--- src/hdl/rmd_pkg.sv ---
package rmd_pkg;

   // line buffer depth and frame limits
   localparam int MAX_WIDTH  = 4096;
   localparam int MAX_HEIGHT = 4096;
   localparam int COL_W      = $clog2(MAX_WIDTH);
   localparam int ROW_W      = $clog2(MAX_HEIGHT);

   // fixed field widths
   localparam int DIM_W      = 13;
   localparam int NUM_CHAN   = 4;
   localparam int CHAN_W     = 8;
   localparam int PIX_W      = NUM_CHAN * CHAN_W;
   localparam int CSR_DATA_W = 32;
   localparam int CSR_ADDR_W = 3;

   // register indexes (paddr[2])
   localparam logic REG_IMAGE_WIDTH  = 1'b0;
   localparam logic REG_IMAGE_HEIGHT = 1'b1;

   typedef logic [PIX_W-1:0] pixel_type;
   typedef logic [COL_W-1:0] col_type;
   typedef logic [ROW_W-1:0] row_type;
   typedef logic [DIM_W-1:0] dim_type;

   // line buffer access issued when a word is accepted
   typedef struct packed {
      logic      en;
      logic      we;
      col_type   addr;
      pixel_type wdata;
   } ram_cmd_type;

   // per-word info carried next to the line buffer read
   typedef struct packed {
      logic      valid;
      logic      odd_col;
      logic      frame_end;
      pixel_type pix;
   } tag_type;

   // per-byte rounding average of two packed pixels
   function automatic pixel_type avg_pixel(pixel_type a, pixel_type b);
      pixel_type         r;
      logic [CHAN_W:0]   s;
      for (int k = 0; k < NUM_CHAN; k++) begin
         s = {1'b0, a[k*CHAN_W +: CHAN_W]} + {1'b0, b[k*CHAN_W +: CHAN_W]}
             + {{CHAN_W{1'b0}}, 1'b1};
         r[k*CHAN_W +: CHAN_W] = s[CHAN_W:1];
      end
      return r;
   endfunction

endpackage

--- src/hdl/rmd_if.sv ---
// source pixel channel
interface rmd_req_if;
   logic       valid;
   logic       ready;
   logic [7:0] chan0;
   logic [7:0] chan1;
   logic [7:0] chan2;
   logic [7:0] chan3;

   modport source (output valid, output chan0, output chan1, output chan2, output chan3,
                   input ready);
   modport sink (input valid, input chan0, input chan1, input chan2, input chan3,
                 output ready);
endinterface


--- src/hdl/rmd_scan_ctrl.sv ---
// raster position counters, line buffer access and word tagging
module rmd_scan_ctrl (
   input  logic                  clock,
   input  logic                  reset,
   input  logic                  restart,
   input  rmd_pkg::dim_type      image_width,
   input  rmd_pkg::dim_type      image_height,
   input  logic                  advance,
   rmd_req_if.sink               req,
   output rmd_pkg::ram_cmd_type  ram_cmd,
   output rmd_pkg::tag_type      tag
);

   rmd_pkg::col_type   col_ff, col_in;
   rmd_pkg::row_type   row_ff, row_in;
   rmd_pkg::col_type   w_last, last_col;
   rmd_pkg::row_type   h_last, last_row;
   rmd_pkg::pixel_type pix;
   logic               accept;

   // clamp the dimensions and find the last index of each axis
   always_comb begin
      if (image_width < rmd_pkg::DIM_W'(2)) begin
         w_last = rmd_pkg::COL_W'(1);
      end else if (32'(image_width) > rmd_pkg::MAX_WIDTH) begin
         w_last = rmd_pkg::COL_W'(rmd_pkg::MAX_WIDTH - 1);
      end else begin
         w_last = rmd_pkg::COL_W'(image_width - rmd_pkg::DIM_W'(1));
      end
      if (image_height < rmd_pkg::DIM_W'(2)) begin
         h_last = rmd_pkg::ROW_W'(1);
      end else if (32'(image_height) > rmd_pkg::MAX_HEIGHT) begin
         h_last = rmd_pkg::ROW_W'(rmd_pkg::MAX_HEIGHT - 1);
      end else begin
         h_last = rmd_pkg::ROW_W'(image_height - rmd_pkg::DIM_W'(1));
      end
   end

   // last odd index: an odd trailing column or row is dropped
   assign last_col = w_last[0] ? w_last : w_last - rmd_pkg::COL_W'(1);
   assign last_row = h_last[0] ? h_last : h_last - rmd_pkg::ROW_W'(1);

   assign req.ready = advance;
   assign accept    = req.valid && advance;
   assign pix       = {req.chan3, req.chan2, req.chan1, req.chan0};

   // even rows fill the line buffer, odd rows read the pixel above
   always_comb begin
      ram_cmd.en    = accept;
      ram_cmd.we    = !row_ff[0];
      ram_cmd.addr  = col_ff;
      ram_cmd.wdata = pix;
   end

   always_comb begin
      tag.valid     = accept && row_ff[0];
      tag.odd_col   = col_ff[0];
      tag.frame_end = (col_ff == last_col) && (row_ff == last_row);
      tag.pix       = pix;
   end

   // raster counters with frame wrap
   always_comb begin
      col_in = col_ff;
      row_in = row_ff;
      if (restart) begin
         col_in = '0;
         row_in = '0;
      end else if (accept) begin
         if (col_ff == w_last) begin
            col_in = '0;
            row_in = (row_ff == h_last) ? '0 : row_ff + rmd_pkg::ROW_W'(1);
         end else begin
            col_in = col_ff + rmd_pkg::COL_W'(1);
         end
      end
   end

   always_ff @(posedge clock) begin
      if (reset) begin
         col_ff <= '0;
         row_ff <= '0;
      end else begin
         col_ff <= col_in;
         row_ff <= row_in;
      end
   end

endmodule

--- src/flat_wrapper.sv ---
// flat-port wrapper written by rule: the top's interface ports become plain ports
module rmd_scan_ctrl_flat 
  (clock, reset, restart, image_width, image_height, advance, ram_cmd, tag, req_valid, req_chan0, req_chan1, req_chan2, req_chan3, req_ready);
  rmd_req_if req_i ();
  input  logic clock;
  input  logic reset;
  input  logic restart;
  input  rmd_pkg::dim_type image_width;
  input  rmd_pkg::dim_type image_height;
  input  logic advance;
  output rmd_pkg::ram_cmd_type ram_cmd;
  output rmd_pkg::tag_type tag;
  input wire logic [$bits(req_i.valid)-1:0] req_valid;
  input wire logic [$bits(req_i.chan0)-1:0] req_chan0;
  input wire logic [$bits(req_i.chan1)-1:0] req_chan1;
  input wire logic [$bits(req_i.chan2)-1:0] req_chan2;
  input wire logic [$bits(req_i.chan3)-1:0] req_chan3;
  output wire logic [$bits(req_i.ready)-1:0] req_ready;
  assign req_i.valid = req_valid;
  assign req_i.chan0 = req_chan0;
  assign req_i.chan1 = req_chan1;
  assign req_i.chan2 = req_chan2;
  assign req_i.chan3 = req_chan3;
  assign req_ready = req_i.ready;
  rmd_scan_ctrl u_core (.clock(clock), .reset(reset), .restart(restart), .image_width(image_width), .image_height(image_height), .advance(advance), .req(req_i), .ram_cmd(ram_cmd), .tag(tag));
endmodule
--- config.mk ---
export PLATFORM = sky130hd
export DESIGN_NAME = rmd_scan_ctrl_flat
export DESIGN_NICKNAME = d
export VERILOG_FILES = /design/src/hdl/rmd_pkg.sv /design/src/hdl/rmd_if.sv /design/src/hdl/rmd_scan_ctrl.sv /design/src/flat_wrapper.sv
export SDC_FILE = /design/constraint.sdc
export NUM_CORES = 1
export LEC_CHECK = 0
export BUFFER_PORTS_ARGS = -buffer_cell sky130_fd_sc_hd__buf_4
export CAP_MARGIN = 20
export CORE_AREA = 2 2 100 83
export CTS_CLUSTER_DIAMETER = 50
export DETAILED_ROUTE_END_ITERATION = 7
export DIE_AREA = 0 0 102 85
export GPL_TIMING_DRIVEN = 0
export PLACE_DENSITY = 0.82
export RECOVER_POWER = 50
export SLEW_MARGIN = 20
export SYNTH_ARGS = -nofsm -noshare
export SYNTH_HDL_FRONTEND = slang
export SYNTH_SLANG_ARGS = --single-unit
--- constraint.sdc ---
create_clock -name clock -period 6.35 [get_ports clock]
set_clock_uncertainty 0.05 [all_clocks]
set_input_delay 0.635 -clock clock [delete_from_list [all_inputs] [get_ports clock]]
set_output_delay 0.635 -clock clock [all_outputs]
set_load 0.01 [all_outputs]
==> key figures <==
GRT
  – First-pass GRT wire length: 17.15 mm
  – Total global routing overflow: 0
  – Total routing usage reported by global routing: 23.78%
  – Largest net degree at the start of global routing: 13
  – Antenna violations before repair: 0
  – Via count of the first global-routing pass: 3690

Clock tree
  – Buffer count from post-CTS setup fixing: 0
  – TritonCTS Sinks: 24
  – Number of CTS-inserted buffers: 3
  – Post-CTS resize count: 0
  – Number of buffers on the longest clock path: 2
  – CTS tree: yes
  – H-tree depth reported by CTS: 1
  – Library cell used as clock root buffer: sky130_fd_sc_hd__clkbuf_8
  – Latest clock arrival within the worst-skew pair: 0.26 ns
  – Hold_buf cts: 0
  – Clock transition at the registers of the reported paths: 0.08 ns

Status
  – Result of the run: finished clean

Die
  – Std-Cell Core Area: 7692 um^2
  – Full die area: 8670 um^2
  – FP Rows: 29
  – Number of top-level pins: 145
  – Die span in y: 85 um
  – Chip width: 102 um
  – Effective utilization at floorplan: 49.28%

Timing
  – Setup_tns: 0 ns
  – Period utilisation layout: 84.64%
  – Worst Tran Pin Value: 0.7036 ns
  – Period minus WS final: 5.375 ns
  – Final Hold Fails: 0
  – RSZ-0062 raised after global routing: no
  – Number of slew-limit violations in the final report: 0
  – Setup Viol. Count Final: 0
  – Worst slew margin: 52.99%
  – Highest clock frequency the design can meet: 186.1 MHz

Final layout
  – Leading cell type in the layout, fill and taps excluded: sky130_fd_sc_hd__buf_4
  – Share of layout cells above drive strength 1: 26.27%
  – Number of non-filler instances in the completed layout: 736
  – P&R area growth vs syn: 20.40%
  – Antenna diodes: 0
  – Most frequent cells in the layout: 120 x sky130_fd_sc_hd__buf_4, 69 x sky130_fd_sc_hd__clkbuf_1, 48 x sky130_fd_sc_hd__nor2_1
  – Final layout net count: 699

Placement
  – Final weighted congestion of routability-driven global placement: 0.9382
  – Dpl cells: 733
  – Number of I/O port buffers: 106
  – Estimated wirelength of the detail-placed design: 8.691 mm

Synthesis
  – Per-instance average area after synthesis: 7.305 um^2
  – Netlist area before placement: 3791 um^2
  – Synthesis Warnings: 0
  – Net count after synthesis: 588
  – Cell count after synthesis: 519
  – Number of synthesized flops with an enable pin: 0
  – Proportion of synthesized flip-flops having asynchronous set or reset: 0%
  – Yosys reg bits: 24
  – Share of the yosys chip area belonging to registers: 12.67%
  – Post-synth cell types: 73
  – Main flop type after synthesis: sky130_fd_sc_hd__dfxtp_1

Routing
  – WL per Instance: 14.63 um
  – Vias after detailed routing: 4135
  – Length of the first detailed-routing pass in iterations: 6
  – DRC Markers: 0
  – Routed via count divided by cell count: 5.618
  – First DRT Iteration DRCs: 285
  – Total length of routed wires: 10.77 mm
  – Remaining number of nets flagged by the antenna check after routing: 0

Critical path
  – Critical path data arrival time: 4.69 ns
  – Type of origin of the critical path: primary input
  – Required arrival time at the worst endpoint: 5.66 ns
  – Biggest fanout along the worst timing path: 10
  – Crit. End Element: primary output
  – Category of the critical setup timing path: primary input to primary output

Power
  – Power density over the cells: 92.66 nW/um^2
  – Peak ir drop on the vdd network: 0.07144 mV
  – Leakage power of the design: 1.845 nW

Worst hold path
  – Class of the tightest hold or removal check: register to register

Flow run
  – # Max-Cap Violations: 0
[synth_stat cells, types with 9 or more instances]
library cell | n | area, um^2
sky130_fd_sc_hd__nor4_1 | 14 | 87.58
sky130_fd_sc_hd__nor3_1 | 21 | 105.1
sky130_fd_sc_hd__clkbuf_1 | 16 | 60.06
sky130_fd_sc_hd__or3_1 | 9 | 56.30
sky130_fd_sc_hd__xor2_1 | 30 | 262.8
sky130_fd_sc_hd__o21ai_0 | 14 | 70.07
sky130_fd_sc_hd__nor2_1 | 48 | 180.2
sky130_fd_sc_hd__a21oi_1 | 20 | 100.1
sky130_fd_sc_hd__or4_1 | 9 | 67.56
sky130_fd_sc_hd__nand3_1 | 24 | 120.1
sky130_fd_sc_hd__buf_4 | 67 | 503.0
sky130_fd_sc_hd__and3_1 | 9 | 56.30
sky130_fd_sc_hd__inv_1 | 14 | 52.55
sky130_fd_sc_hd__nand2_1 | 44 | 165.2
sky130_fd_sc_hd__xnor2_1 | 26 | 227.7
sky130_fd_sc_hd__dfxtp_1 | 24 | 480.5
[critical path, stage by stage]
cell and delay [ns]:
sky130_fd_sc_hd__clkbuf_1 0.21, sky130_fd_sc_hd__or4_4 0.47, sky130_fd_sc_hd__buf_6 0.15, sky130_fd_sc_hd__o41ai_2 0.57, sky130_fd_sc_hd__buf_6 0.23, sky130_fd_sc_hd__nand2_1 0.13
sky130_fd_sc_hd__nor2_1 0.14, sky130_fd_sc_hd__ha_1 0.15, sky130_fd_sc_hd__nand2_1 0.08, sky130_fd_sc_hd__nor4_1 0.29, sky130_fd_sc_hd__nand3_1 0.15, sky130_fd_sc_hd__xor2_1 0.18
sky130_fd_sc_hd__nor3_1 0.15, sky130_fd_sc_hd__nand3_1 0.10, sky130_fd_sc_hd__or4_1 0.54, sky130_fd_sc_hd__nor4_2 0.32, sky130_fd_sc_hd__buf_4 0.18
[through the flow]
| stage | area [um^2] | power, W | util (%) | hold WS (ns) | worst slack, ns |
|---|---|---|---|---|---|
| after floorplan | 3791 | 0.0002782 | - | 0.4367 | 1.703 |
| after global placement | 4722 | 0.0003455 | 61.39 | 0.4975 | 1.086 |
| after detailed placement | 4722 | 0.0003494 | 61.39 | 0.4953 | 1.061 |
| after CTS | 4763 | 0.0004359 | 61.92 | 0.5076 | 1.049 |
| after global routing | 4564 | 0.0004480 | 59.34 | 0.5538 | 0.7861 |
| final | 4564 | 0.0004229 | 59.34 | 0.5142 | 0.9753 |
[power by group]
group / switching (W) / internal [W] / total [W]
clock: 0.0000454 / 0.0000423 / 0.0000877
sequential: 0.000000398 / 0.000151 / 0.000151
combinational: 0.0000968 / 0.0000874 / 0.000184
total: 0.000143 / 0.000280 / 0.000423
[sequential cells by signal, indices dropped and copies added (netlist names)]
name,count
u_core.row_ff,12
u_core.col_ff,12
[logic make-up (layout without fill, tap and decap cells)]
logic type      count (synthesis)  after routing  share of synthesized area, %
xor+xnor                       58             58                         13.99
fa+ha+maj                       6              6                         1.980
buf+inv                       109            218                         18.61
mux                             4              4                         1.155
simple gates                  233            233                         34.85
compound gates                 85             85                         16.73
flops                          24             24                         12.67
[metal layers]
metal,global-route usage [%],vias to the layer above,share of wire (%)
met1,33.93,1928,42
li1,-,2002,-
met4,4.606,0,0.59
met5,0,-,0
met3,2.471,6,9.7
met2,39.00,199,48
[path summary, 6_finish.rpt]
kind / from / endpoint / slack, ns / depth (start not counted)
setup / recovery: image_height[4] / tag[32] / 0.98 / 17
hold / removal: u_core.row_ff[0] / u_core.row_ff[0] / 0.51 / 2
setup reg to reg: u_core.col_ff[1] / u_core.row_ff[11] / 3.05 / 9
hold reg to reg: u_core.row_ff[0] / u_core.row_ff[0] / 0.51 / 2
[layout make-up]
type,count,area (um^2)
Buffer,95,653.1
Clock buffer,3,41.29
Fill cell,782,3128
Inverter,14,52.55
Multi-Input combinational cell,386,2605
Sequential cell,24,480.5
Tap cell,108,135.1
Timing Repair Buffer,106,596.8
(Power assumes the default switching activity.)
