**config.mk**
```make
export PLATFORM = sky130hd
export DESIGN_NAME = rmd_filter_flat
export DESIGN_NICKNAME = d
export VERILOG_FILES = /design/src/hdl/rmd_pkg.sv /design/src/hdl/rmd_if.sv /design/src/hdl/rmd_filter.sv /design/src/flat_wrapper.sv
export SDC_FILE = /design/constraint.sdc
export NUM_CORES = 1
export LEC_CHECK = 0
export ABC_AREA = 1
export BUFFER_PORTS_ARGS = -buffer_cell sky130_fd_sc_hd__buf_2
export CORE_ASPECT_RATIO = 1.25
export CORE_MARGIN = 1
export CORE_UTILIZATION = 35
export CTS_CLUSTER_DIAMETER = 40
export DETAILED_ROUTE_END_ITERATION = 6
export SETUP_SLACK_MARGIN = 0.5
export SLEW_MARGIN = 10
export SYNTH_ARGS = -nofsm -noshare
export SYNTH_HDL_FRONTEND = slang
export SYNTH_SLANG_ARGS = --single-unit
```
**constraint.sdc**
```tcl
create_clock -name clock -period 2.3 [get_ports clock]
set_input_delay 0.23 -clock clock [delete_from_list [all_inputs] [get_ports clock]]
set_output_delay 0.23 -clock clock [all_outputs]
set_load 0.03 [all_outputs]
```
**src/hdl/rmd_pkg.sv**
```systemverilog
package rmd_pkg;

   // line buffer depth and frame limits
   localparam int MAX_WIDTH  = 4096;
   localparam int MAX_HEIGHT = 4096;
   localparam int COL_W      = $clog2(MAX_WIDTH);
   localparam int ROW_W      = $clog2(MAX_HEIGHT);

   // fixed field widths
   localparam int DIM_W      = 13;
   localparam int NUM_CHAN   = 4;
   localparam int CHAN_W     = 8;
   localparam int PIX_W      = NUM_CHAN * CHAN_W;
   localparam int CSR_DATA_W = 32;
   localparam int CSR_ADDR_W = 3;

   // register indexes (paddr[2])
   localparam logic REG_IMAGE_WIDTH  = 1'b0;
   localparam logic REG_IMAGE_HEIGHT = 1'b1;

   typedef logic [PIX_W-1:0] pixel_type;
   typedef logic [COL_W-1:0] col_type;
   typedef logic [ROW_W-1:0] row_type;
   typedef logic [DIM_W-1:0] dim_type;

   // line buffer access issued when a word is accepted
   typedef struct packed {
      logic      en;
      logic      we;
      col_type   addr;
      pixel_type wdata;
   } ram_cmd_type;

   // per-word info carried next to the line buffer read
   typedef struct packed {
      logic      valid;
      logic      odd_col;
      logic      frame_end;
      pixel_type pix;
   } tag_type;

   // per-byte rounding average of two packed pixels
   function automatic pixel_type avg_pixel(pixel_type a, pixel_type b);
      pixel_type         r;
      logic [CHAN_W:0]   s;
      for (int k = 0; k < NUM_CHAN; k++) begin
         s = {1'b0, a[k*CHAN_W +: CHAN_W]} + {1'b0, b[k*CHAN_W +: CHAN_W]}
             + {{CHAN_W{1'b0}}, 1'b1};
         r[k*CHAN_W +: CHAN_W] = s[CHAN_W:1];
      end
      return r;
   endfunction

endpackage

```
**src/hdl/rmd_if.sv**
```systemverilog


// downsampled pixel channel
interface rmd_rsp_if;
   logic       valid;
   logic       ready;
   logic [7:0] out_chan0;
   logic [7:0] out_chan1;
   logic [7:0] out_chan2;
   logic [7:0] out_chan3;
   logic       frame_end;

   modport source (output valid, output out_chan0, output out_chan1, output out_chan2,
                   output out_chan3, output frame_end, input ready);
   modport sink (input valid, input out_chan0, input out_chan1, input out_chan2,
                 input out_chan3, input frame_end, output ready);
endinterface

```
**src/hdl/rmd_filter.sv**
```systemverilog
// vertical and horizontal averaging, output register
module rmd_filter (
   input  logic                clock,
   input  logic                reset,
   input  rmd_pkg::tag_type    tag,
   input  rmd_pkg::pixel_type  above,
   output logic                advance,
   rmd_rsp_if.source           rsp
);

   rmd_pkg::tag_type   s1_ff, s1_in;
   rmd_pkg::pixel_type held_ff, held_in;
   rmd_pkg::pixel_type out_pix_ff, out_pix_in;
   logic               out_end_ff, out_end_in;
   logic               rsp_valid_ff, rsp_valid_in;
   rmd_pkg::pixel_type vert;
   rmd_pkg::pixel_type box;

   // stage moves unless it holds a result and the output is full and stalled
   assign advance = !s1_ff.valid || !s1_ff.odd_col || !rsp_valid_ff || rsp.ready;

   assign vert = rmd_pkg::avg_pixel(above, s1_ff.pix);
   assign box  = rmd_pkg::avg_pixel(held_ff, vert);

   always_comb begin
      s1_in        = advance ? tag : s1_ff;
      held_in      = held_ff;
      out_pix_in   = out_pix_ff;
      out_end_in   = out_end_ff;
      rsp_valid_in = rsp_valid_ff;
      if (advance && s1_ff.valid && !s1_ff.odd_col) begin
         held_in = vert;
      end
      if (advance && s1_ff.valid && s1_ff.odd_col) begin
         out_pix_in   = box;
         out_end_in   = s1_ff.frame_end;
         rsp_valid_in = 1'b1;
      end else if (rsp.ready) begin
         rsp_valid_in = 1'b0;
      end
   end

   always_ff @(posedge clock) begin
      if (reset) begin
         s1_ff        <= '0;
         held_ff      <= '0;
         rsp_valid_ff <= 1'b0;
      end else begin
         s1_ff        <= s1_in;
         held_ff      <= held_in;
         rsp_valid_ff <= rsp_valid_in;
      end
   end

   always_ff @(posedge clock) begin
      out_pix_ff      <= out_pix_in;
      out_end_ff      <= out_end_in;
   end

   assign rsp.valid     = rsp_valid_ff;
   assign rsp.out_chan0 = out_pix_ff[7:0];
   assign rsp.out_chan1 = out_pix_ff[15:8];
   assign rsp.out_chan2 = out_pix_ff[23:16];
   assign rsp.out_chan3 = out_pix_ff[31:24];
   assign rsp.frame_end = out_end_ff;

endmodule

```
**src/flat_wrapper.sv**
```systemverilog
// flat-port wrapper written by rule: the top's interface ports become plain ports
module rmd_filter_flat 
  (clock, reset, tag, above, advance, rsp_valid, rsp_out_chan0, rsp_out_chan1, rsp_out_chan2, rsp_out_chan3, rsp_frame_end, rsp_ready);
  rmd_rsp_if rsp_i ();
  input  logic clock;
  input  logic reset;
  input  rmd_pkg::tag_type tag;
  input  rmd_pkg::pixel_type above;
  output logic advance;
  output wire logic [$bits(rsp_i.valid)-1:0] rsp_valid;
  output wire logic [$bits(rsp_i.out_chan0)-1:0] rsp_out_chan0;
  output wire logic [$bits(rsp_i.out_chan1)-1:0] rsp_out_chan1;
  output wire logic [$bits(rsp_i.out_chan2)-1:0] rsp_out_chan2;
  output wire logic [$bits(rsp_i.out_chan3)-1:0] rsp_out_chan3;
  output wire logic [$bits(rsp_i.frame_end)-1:0] rsp_frame_end;
  input wire logic [$bits(rsp_i.ready)-1:0] rsp_ready;
  assign rsp_valid = rsp_i.valid;
  assign rsp_out_chan0 = rsp_i.out_chan0;
  assign rsp_out_chan1 = rsp_i.out_chan1;
  assign rsp_out_chan2 = rsp_i.out_chan2;
  assign rsp_out_chan3 = rsp_i.out_chan3;
  assign rsp_frame_end = rsp_i.frame_end;
  assign rsp_i.ready = rsp_ready;
  rmd_filter u_core (.clock(clock), .reset(reset), .tag(tag), .above(above), .advance(advance), .rsp(rsp_i));
endmodule
```
==> results.md <==
- **status** complete, but fails checks
- **failing checks** setup timing
- **Layout area overhead** 41.82%
- **worst hold path cell count** 3
- **count of pins on the block boundary** 105
- **area taken by multi-input logic gates** 4204 um2
- **initial core utilization** 35.62%
- **cell taking the most area after synthesis** sky130_fd_sc_hd__dfxtp_1
- **Crit path largest cell delay** 0.47 ns
- **cell family with the largest share of critical-path delay** adder cells
- **max-cap violation count** 0
- **leftover overflow at the end of global routing** 0
- **count of routing violations after the opening detailed-route iteration** 170
- **vertical die dimension** 150.9 um
- **average cell area after synthesis** 7.646 um2
- **hold slack** 0.08403 ns
- **crit start category** register
- **Reg-to-Reg Start** u_core.s1_ff[0]
- **via/cell ratio** 4.612
- **Worst Tran Pin Value** 0.5119 ns
- **Worst Clk Skew** 0.008959 ns
- **EDFF count, synth** 33
- **Worst Hold Launch** tag[33]
- **kind of end point of the critical path** register
- **part of the total power dissipated in combinational logic** 37.4%
- **terminating pin of the worst hold path** u_core.s1_ff[33]
- **CTS buffer count** 9
- **switching power** 1.827 mW
- **final setup margin** -0.04995 ns
- **Total Routed Length** 15.45 mm
- **first-pass GRT wire length** 24.25 mm
- **storage element area** 2367 um2
- **PD cells** 635.2 nW/um2
- **Netlist cell types** 33
- **average wire length per cell after detail routing** 12.72 um
- **clk root buf** sky130_fd_sc_hd__clkbuf_16
- **cell area after layout** 8805 um2
- **endpoint arrival time on the critical path** 2.46 ns
- **min-delay worst type** input pin to register
- **internal cell power** 3.766 mW
- **Final Slew Violations** 0
- **pin count of the biggest net entering global routing** 69
- **initial antenna violation count** 2
- **Post-DRT Antenna Nets** 0
- **unrepaired setup endpoints after global routing** true
- **DIE WIDTH** 121.1 um
- **remaining routing DRC violations** 0
- **share of Yosys cell area claimed by the top area cell type** 21.93%
- **buffers added on ports** 104
- **net count of the mapped netlist** 946
- **final hold viol count** 0
- **register share of total power** 37.2%
- **count of clock tree sinks** 101
- **part of the Yosys area used for sequential elements** 37.89%
- **Setup TNS** -0.09034 ns
- **post-route total power** 5.593 mW
- **site row count** 54
- **clock power share** 25.4%
- **cell count after synthesis** 812
- **critical path class** register to register
- **maximum buffer depth of the clock tree** 2
- **most frequently used flop master after synthesis** sky130_fd_sc_hd__dfxtp_1
- **detailed placer's ending HPWL** 10.49 mm
- **CP bufs+invs** 3
- **top cells by area in the synthesized netlist** sky130_fd_sc_hd__dfxtp_1 22%, sky130_fd_sc_hd__edfxtp_1 16%, sky130_fd_sc_hd__nand2_1 14%
- **r2r endpoint** u_core.out_pix_ff[5]
- **flop and latch count out of synthesis** 101
- **peak clock frequency supported by timing** 425.5 MHz
- **H-Tree Depth** 3
- **cell area after placement** 7480 um2
- **overall global routing resource usage** 16.81%
- **number of nets in the finished design** 1118
- **Filler Cell Count** 1696
- **post-route fraction of the period consumed by the critical path** 102.2%
- **cell area after synthesis** 6208 um2
- **final core area utilization** 50.51%
- **most instantiated cells after synthesis** 231 x sky130_fd_sc_hd__nand2_1, 112 x sky130_fd_sc_hd__inv_1, 81 x sky130_fd_sc_hd__nor2_1
- **top fanout value on the critical path** 4
- **hold-fix buffer count after cts** 0
- **Die Outline Area** 18280 um2
- **CTS tree** built
- **core box area** 17430 um2
- **share of flip-flops with an asynchronous set or reset after synthesis** 0%
- **clock slew seen by the registers of the worst setup and hold paths** 0.07 ns
- **number of warnings printed during yosys synthesis** 0
- **ordered cell list for the critical path** inv_2 -> nand2_2 -> inv_2 -> fa_2 -> o21ai_4 -> xnor2_2 -> inv_2 -> ha_4 -> a21oi_2 -> nand2_2 -> a21oi_2 -> xor2_1
- **proportion of layout cells with a drive suffix above 1** 37.11%
- **Slowest cell on crit path** sky130_fd_sc_hd__fa_2
- **CP Data Required Time** 2.41 ns
- **VDD IR-drop max** 0.0003206 V
- **vias in the first global route** 5241
- **number of failing setup endpoints in the final timing report** 4
- **slew margin rel.** 65.79%
- **worst reg2reg path depth** 12
- **shortest clock period the worst path allows after layout** 2.350 ns
- **drt pass-1 iters** 4
- **reg2reg setup slack** -0.05 ns
- **Via Count** 5599
- **cell leakage power** 4.228 nW
- **cell mode on critical path** sky130_fd_sc_hd__inv_2
- **switching fraction of total power** 32.66%
- **Final Wtd Congestion** 0.8027
- **worst skew pair latency** 0.36 ns
- **most common cell in the netlist** sky130_fd_sc_hd__nand2_1
[power groups by stage]
stage	clock (mW)	combinational, mW	sequential (mW)
global route	1.52	2.32	2.09
CTS	1.46	1.82	2.07
finish	1.42	2.09	2.08
global placement	0	1.55	2.11
detailed placement	0	1.56	2.11
floorplan	0	1.12	2.15
[kinds of logic (layout without fill, tap and decap cells)]
group                    Yosys count  in the layout  share of synthesized area, %
AND/OR/NAND/NOR                  374            374                         24.39
XOR/XNOR                          32             32                         4.514
other                              0              1                             0
buffers and inverters            135            312                         9.492
flip-flops                       101            101                         37.89
adder cells (fa/ha/maj)           64             64                         13.87
AO/OA/AOI/OAI                    106            106                         9.855
[repair_timing]
action | in CTS | in global routing
setup buffers | 47 | 9
setup endpoints to repair | 32 | 36
resized for setup | 48 | 94
hold endpoints to repair | 0 | 0
pin swaps | 28 | 57
[registers in the layout, indices dropped and copies added (netlist names)]
register	flops
u_core.rsp.valid	1
u_core.s1_ff	35
u_core.out_pix_ff	32
u_core.held_ff	32
u_core.rsp.frame_end	1
[cells in the final DEF, fill, tap and decap left out, types with 3 or more instances in the layout]
master,synthesis,final
sky130_fd_sc_hd__xor2_2,0,3
sky130_fd_sc_hd__ha_4,0,36
sky130_fd_sc_hd__a21oi_2,0,18
sky130_fd_sc_hd__clkbuf_1,3,3
sky130_fd_sc_hd__dfxtp_2,0,12
sky130_fd_sc_hd__xnor2_1,7,4
sky130_fd_sc_hd__nand3_2,1,8
sky130_fd_sc_hd__ha_1,56,19
sky130_fd_sc_hd__a211oi_1,4,3
sky130_fd_sc_hd__nor2_4,1,6
sky130_fd_sc_hd__inv_1,112,95
sky130_fd_sc_hd__buf_2,3,104
sky130_fd_sc_hd__nand2_2,0,31
sky130_fd_sc_hd__nand3_1,45,38
sky130_fd_sc_hd__dfxtp_1,68,56
sky130_fd_sc_hd__a211oi_2,4,5
sky130_fd_sc_hd__buf_6,8,34
sky130_fd_sc_hd__o21bai_1,6,6
sky130_fd_sc_hd__xor2_1,25,20
sky130_fd_sc_hd__fa_2,0,8
sky130_fd_sc_hd__nand2_4,0,5
sky130_fd_sc_hd__a21oi_1,69,47
sky130_fd_sc_hd__nand2_1,231,195
sky130_fd_sc_hd__clkbuf_16,0,9
sky130_fd_sc_hd__a21o_1,3,3
sky130_fd_sc_hd__o21ai_1,9,8
sky130_fd_sc_hd__edfxtp_1,33,33
sky130_fd_sc_hd__inv_2,2,18
sky130_fd_sc_hd__nand4_1,8,8
sky130_fd_sc_hd__buf_4,5,42
sky130_fd_sc_hd__o21ai_4,0,5
sky130_fd_sc_hd__nor2_1,81,77
sky130_fd_sc_hd__a21oi_4,0,4
[worst register-to-register path, stage by stage, from the launching register on]
cell and delay [ns]:
sky130_fd_sc_hd__dfxtp_2 0.32, sky130_fd_sc_hd__inv_2 0.04, sky130_fd_sc_hd__nand2_2 0.06, sky130_fd_sc_hd__inv_2 0.05
sky130_fd_sc_hd__fa_2 0.47, sky130_fd_sc_hd__o21ai_4 0.22, sky130_fd_sc_hd__xnor2_2 0.15, sky130_fd_sc_hd__inv_2 0.07
sky130_fd_sc_hd__ha_4 0.27, sky130_fd_sc_hd__a21oi_2 0.13, sky130_fd_sc_hd__nand2_2 0.09, sky130_fd_sc_hd__a21oi_2 0.16
sky130_fd_sc_hd__xor2_1 0.08
[stage by stage]
stage	instances	setup slack, ns
finish	1214	-0.04995
detailed placement	1141	-0.03806
global placement	1141	-0.03182
global route	1213	-0.1571
CTS	1204	0.003095
floorplan	812	0.1894
[per-layer routing]
layer	GRT usage, %	part of all wire [%]
met2	29.86	50
met5	0	0.065
met3	3.803	4.2
met4	4.753	1.3
met1	20.17	44
[final cells by class]
type	count	share of cell area, %
diodes	1	0.02842
clock buffers	12	2.686
clock inverters	4	0.2842
inverters	114	4.888
multi-input cells	576	47.75
flip-flops and latches	101	26.89
well taps	224	3.183
repair buffers	182	14.30
[worst max path at each step]
stage / startpoint / to / slack [ns] / cells past startpoint
finish: u_core.s1_ff[0] / u_core.out_pix_ff[5] / -0.05 / 12
detailed placement: above[20] / u_core.out_pix_ff[22] / -0.04 / 15
CTS: u_core.s1_ff[16] / u_core.out_pix_ff[21] / 0.003 / 13
floorplan: u_core.s1_ff[0] / u_core.out_pix_ff[5] / 0.19 / 12
global route: u_core.s1_ff[0] / u_core.out_pix_ff[5] / -0.16 / 12
global placement: above[8] / u_core.out_pix_ff[13] / -0.03 / 14
(Power assumes the default switching activity.)
